===== config.mk =====
export PLATFORM = sky130hd
export DESIGN_NAME = dps_cell
export DESIGN_NICKNAME = d
export VERILOG_FILES = /design/src/design/dps_pkg.sv /design/src/design/dps_cell.sv
export SDC_FILE = /design/constraint.sdc
export NUM_CORES = 2
export LEC_CHECK = 0
export CORE_ASPECT_RATIO = 0.6
export CORE_MARGIN = 2
export CORE_UTILIZATION = 50
export CTS_CLUSTER_DIAMETER = 150
export DETAILED_ROUTE_END_ITERATION = 12
export DONT_BUFFER_PORTS = 1
export HOLD_SLACK_MARGIN = 0.1
export PLACE_DENSITY = 0.76
export SETUP_SLACK_MARGIN = 0.15
export SYNTH_ARGS = -nofsm -noshare
export SYNTH_HDL_FRONTEND = slang
export SYNTH_SLANG_ARGS = --single-unit

===== constraint.sdc =====
create_clock -name clk -period 4.9 [get_ports clk]
set_clock_uncertainty 0.15 [all_clocks]
set_input_delay 0.49 -clock clk [delete_from_list [all_inputs] [get_ports clk]]
set_output_delay 0.49 -clock clk [all_outputs]
set_load 0.005 [all_outputs]

===== src/design/dps_pkg.sv =====
//------------------------------------------------------------------------------
// dps_pkg
// Shared types and constants of the prefix substituter.
//------------------------------------------------------------------------------
`timescale 1ns / 1ps
`default_nettype none
package dps_pkg;
	typedef enum logic [1:0] {
		FUNC_TEXT  = 2'd0,
		FUNC_WRITE = 2'd1,
		FUNC_FLUSH = 2'd2,
		FUNC_NONE  = 2'd3
	} func_t;

	localparam logic [7:0] DOLLAR     = 8'd36;
	localparam logic [7:0] DOLLAR_SUB = 8'd225;
	localparam logic [7:0] ASCII_ZERO = 8'd48;

	typedef struct packed {
		logic [1:0] func;
		logic [7:0] data_byte;
		logic [7:0] entry_index;
		logic [3:0] char_position;
	} req_t;

	typedef struct packed {
		logic [7:0] out_byte;
		logic       last_of_run;
		logic       word_overflow;
	} rsp_t;

	// best-so-far record carried from cell to cell
	typedef struct packed {
		logic        active;
		logic [6:0]  best_len;
		logic [9:0]  best_idx;
	} scan_t;

	function automatic logic is_ws(input logic [7:0] b);
		return (b >= 8'd9 && b <= 8'd13) || b == 8'd32;
	endfunction
endpackage
`default_nettype wire


===== src/design/dps_cell.sv =====
//------------------------------------------------------------------------------
// dps_cell
// One scan cell: compares its share of the key table against the word.
//------------------------------------------------------------------------------
`timescale 1ns / 1ps
`default_nettype none
module dps_cell #(
	parameter int KEY_BYTES = 16,
	parameter int MAX_WORD  = 32,
	parameter int DEPTH     = 16,
	parameter int BASE      = 0
) (
	input  wire logic                         clk,
	input  wire logic                         arst_n,
	input  wire logic                         wr_en,
	input  wire logic [$clog2(DEPTH)-1:0]     wr_row,
	input  wire logic [$clog2(KEY_BYTES)-1:0] wr_pos,
	input  wire logic [7:0]                   wr_byte,
	input  wire logic [$clog2(DEPTH)-1:0]     rd_row,
	input  wire logic [MAX_WORD*8-1:0]        word,
	input  wire logic [6:0]                   word_len,
	input  wire dps_pkg::scan_t               scan_in,
	output dps_pkg::scan_t                    scan_out
);
	import dps_pkg::*;
	localparam int RB = $clog2(DEPTH);

	logic [KEY_BYTES*8-1:0] mem [DEPTH];
	logic [KEY_BYTES*8-1:0] key_q;
	logic [RB-1:0]          row_q;
	logic [DEPTH-1:0]       valid_q;
	logic                   key_valid_q;
	scan_t                  scan_q;
	logic [6:0]             klen;
	logic                   hit;
	logic [KEY_BYTES*8-1:0] wmask;

	always_ff @(posedge clk) begin
		if (wr_en) begin
			mem[wr_row] <= (valid_q[wr_row] ? mem[wr_row] : '0) & ~wmask
				| ({{(KEY_BYTES*8-8){1'b0}}, wr_byte} << {wr_pos, 3'b000});
		end
		key_q <= mem[rd_row];
		row_q <= rd_row;
	end

	assign wmask = {{(KEY_BYTES*8-8){1'b0}}, 8'hFF} << {wr_pos, 3'b000};

	always_ff @(posedge clk or negedge arst_n) begin
		if (!arst_n) begin
			valid_q     <= '0;
			key_valid_q <= 1'b0;
			scan_q      <= '0;
		end else begin
			if (wr_en) valid_q[wr_row] <= 1'b1;
			key_valid_q <= valid_q[rd_row];
			scan_q <= scan_in;
		end
	end

	always_comb begin
		klen = 7'(KEY_BYTES);
		for (int k = KEY_BYTES - 1; k >= 0; k--) begin
			if (key_q[k*8 +: 8] == 8'd0) klen = 7'(k);
		end
		if (!key_valid_q) klen = '0;
		hit = klen != 0 && klen <= word_len && klen > scan_q.best_len;
		for (int k = 0; k < KEY_BYTES; k++) begin
			if (k < MAX_WORD && 7'(k) < klen && word[k*8 +: 8] != key_q[k*8 +: 8]) hit = 1'b0;
			if (k >= MAX_WORD && 7'(k) < klen) hit = 1'b0;
		end
	end

	always_comb begin
		scan_out = scan_q;
		if (scan_q.active && hit) begin
			scan_out.best_len = klen;
			scan_out.best_idx = 10'(BASE) + 10'(row_q) + 10'd1;
		end
	end
endmodule
`default_nettype wire


==> impl_results.md <==
* DRC at 0
* Relative slew slack at -150%
* Top FF cell, synth: edfxtp_1
* Total die area at 0.204 mm^2
* Crit Path Category: reg2out
* Filler cell count at 14.1k
* Post-Route WL at 273 mm
* Period utilisation layout at 122%
* Area share of fa/ha/maj cells after synthesis at 0.137%
* Hold-critical path depth at 2
* Post-synth top area share at 61.4%
* Register bit total from synthesis at 2,215
* Post-synthesis cell area at 0.100 mm^2
* Hold Path Origin: wr_en
* Post-Synth XOR/XNOR Area at 1.14%
* Mux cell area share after synthesis at 28.9%
* LEAKAGE at 35.1 nW
* Layout Nets at 5,175
* Pwr per Cell Area at 376 mW/mm^2
* Synth Area in Simple Gates at 2.41%
* Die X at 582 um
* Max stage delay cell, worst path: or4_4
* Highest clock rate at 0.167 GHz
* Minimum clock period at 6.00 ns
* Global-route wire length before repair at 394 mm
* Io pins at 322
* Initial DRT Pass Iterations at 6
* Clk_lat worst skew at 0.86 ns
* Post-synth top cells: edfxtp_1 (2,048), mux4_2 (1,275), clkbuf_1 (210), nand2_1 (150), nand2b_1 (134)
* WP data required at 4.26 ns
* Setup Viol. Count Final at 15
* GR Util All Layers at 26.9%
* Post-placement cell count at 7,202
* Async set-reset flop share out of synthesis at 1.58%
* FF-to-FF path depth at 7
* Area taken by multi-input logic gates at 0.0343 mm^2
* Post-synth top area cell: edfxtp_1
* I/O Buffers at 0
* Via density at 6.94
* CTS buffer count at 202
* Vias in the first global route at 54.3k
* Drt wl/cell at 35.6 um
* Seq/Total Area, Yosys at 64.9%
* Largest family of logic cells by synthesized area: multiplexers
* Worst-path cell chain: or4_4 > or2_4 > a221oi_2 > buf_4 > o211ai_4 > a21oi_2 > buf_4 > ha_4 > nor2b_4 > o21a_1 > o211ai_1 > a21oi_2 > nor4_4 > o311ai_4 > a2111oi_4 > buf_4 > buf_12 > mux2_4
* Worst EP arrival at 5.36 ns
* IR drop worst, VDD at 0.313 mV
* Area delta synth->final at 12.4%
* Post-route insts no fill at 7,683
* Power Total at 42.4 mW
* Critical path's top delay family: compound AO/OA/AOI/OAI gates
* CTS root buf: clkbuf_16
* Max FO, Critical Path at 8
* R2R setup slack at 1.82 ns
* Clk sinks at 2,215
* Via count at 53.4k
* Share of layout cells above drive strength 1 at 38.1%
* GRT Residual Overflow at 0
* Cell variety after synth at 54
* Violated checks: slew limit, setup timing
* Row cnt at 127
* Synth warn at 0
* Post-DP Area at 0.105 mm^2
* Worst hold path class: in2reg
* R2r startpoint: valid_q[2]
* Synth top area cells: edfxtp_1 (61%), mux4_2 (29%), dfxtp_1 (2.6%)
* Crit path capture type: output port
* H-tree depth at 4
* FF-to-FF End: mem[10][40]
* Post-synth EDFFs at 2,048
* Clock-pin slew on the worst setup and hold paths at 0.06 ns
* Syn Inst Count at 4,674
* Avg Cell Area, Syn at 21.4 um^2
* Startpoint types: flip-flop
* Clk buf depth at 4
* Initial drt markers at 7,497
* Worst Max-Slew Pin Slew at 3.75 ns
* MaxCap Viol Count at 0
* Crit path largest cell delay at 0.57 ns
* Synth Area in Compound Gates at 1.17%
* Slew Limit Fails at 455
* Status: finished, violations left
* Final Wtd Congestion at 0.783
* Number of antenna violations at the first check in global routing at 26
* Antenna viol nets, final at 0
* Worst hold endpoint: mem[2][84]
* Hold Fails Final Rpt at 0
* Post-DP HPWL at 131 mm
* CP dominant cell by count: buf_4
* Finished Cell Area at 0.113 mm^2
* Register area at 0.0650 mm^2
* RSZ-0062 raised after global routing: yes
* Initial core utilization at 50.3%
* Top-count cell post-synth: edfxtp_1
* Height of the die at 351 um
* Mapped Nets at 4,989
* Bufs and invs on worst path at 4
* Final worst slack at -1.10 ns
* CTS tree: built
* Largest net degree at the start of global routing at 524
* Core area at 0.199 mm^2
## worst max-delay path by stage
| stage | slack [ns] | end | startpoint | cells past startpoint |
|---|---|---|---|---|
| global placement | -0.17 | scan_out[11] | key_q[116] | 17 |
| floorplan | -0.50 | mem[2][0] | wr_row[1] | 5 |
| finish | -1.10 | scan_out[11] | key_q[113] | 18 |
| detailed placement | -0.26 | scan_out[4] | key_q[116] | 17 |
| CTS | -0.78 | scan_out[0] | key_q[113] | 17 |
| global route | -1.21 | scan_out[11] | key_q[113] | 18 |
## metrics by stage
stage               worst slack (ns)  util [%]  hold WS (ns)  setup TNS (ns)
global placement              -0.167      52.5        0.0457           -1.24
floorplan                     -0.501         -        0.0444         -708.82
global route                   -1.21      56.5         0.117          -17.07
detailed placement            -0.258      52.5        0.0460           -2.15
CTS                           -0.784      56.3         0.102          -11.07
finish                         -1.10      56.5         0.163          -15.46
## area by class of cell
cell class,instances,share of cell area [%]
repair buffers,327,3.10
well taps,2644,2.94
clock buffers,271,4.94
flip-flops and latches,2215,57.7
multi-input cells,2104,30.4
diodes,17,0.0378
inverters,10,0.0333
clock inverters,95,0.774
## worst register-to-register path, delay by kind of cell, from the launching register on
kind | cells | cell delay [ns]
simple gates | 1 | 0.22
buf+inv | 2 | 0.77
mux | 2 | 0.77
compound gates | 2 | 0.49
flops | 1 | 0.40
## placed cells by master (no fill, tap or decap), types with 68 or more instances in the layout
master,count
edfxtp_1,2048
o21ai_0,132
xnor2_1,83
dlygate4sd3_1,68
nand2_1,148
buf_4,199
dfxtp_1,131
mux4_2,1275
nand2b_1,134
clkbuf_16,208
## layer usage
metal	vias up	GRT usage, %	wire length, um
met3	500	6.33	33200
met5	-	0	100
met2	3554	42.3	131000
met1	28600	37.8	101000
li1	20700	-	-
met4	14	7.85	7550
## flip-flops by register name (all words and copies together), names as in the netlist
name and cells:
key_q 128, row_q 4, key_valid_q 1, mem 2048, scan_out 1, scan_q 17, valid_q 16
## kinds of logic (layout without fill, tap and decap cells)
logic type,after synthesis,after routing
adder cells (fa/ha/maj),11,11
flip-flops,2215,2215
AND/OR/NAND/NOR,460,460
XOR/XNOR,130,130
multiplexers,1301,1301
AO/OA/AOI/OAI,202,202
other,0,17
buffers and inverters,355,703
## report_power, final
| part | leakage, nW | internal (mW) | switching (mW) | total (mW) |
|---|---|---|---|---|
| logic | 11.8 | 2.10 | 2.32 | 4.41 |
| registers | 20.2 | 22.0 | 0.236 | 22.2 |
| clock network | 3.16 | 8.76 | 7.00 | 15.8 |
| total | 35.1 | 32.8 | 9.55 | 42.4 |
## timing repair
action,4_1_cts,5_1_grt
cloned,1,0
buffers inserted,6,2
setup endpoints to repair,15,15
hold buffers,82,1
hold endpoints to repair,2029,10
pin swaps,12,4
gates resized for setup,27,18
(Power assumes the default switching activity.)
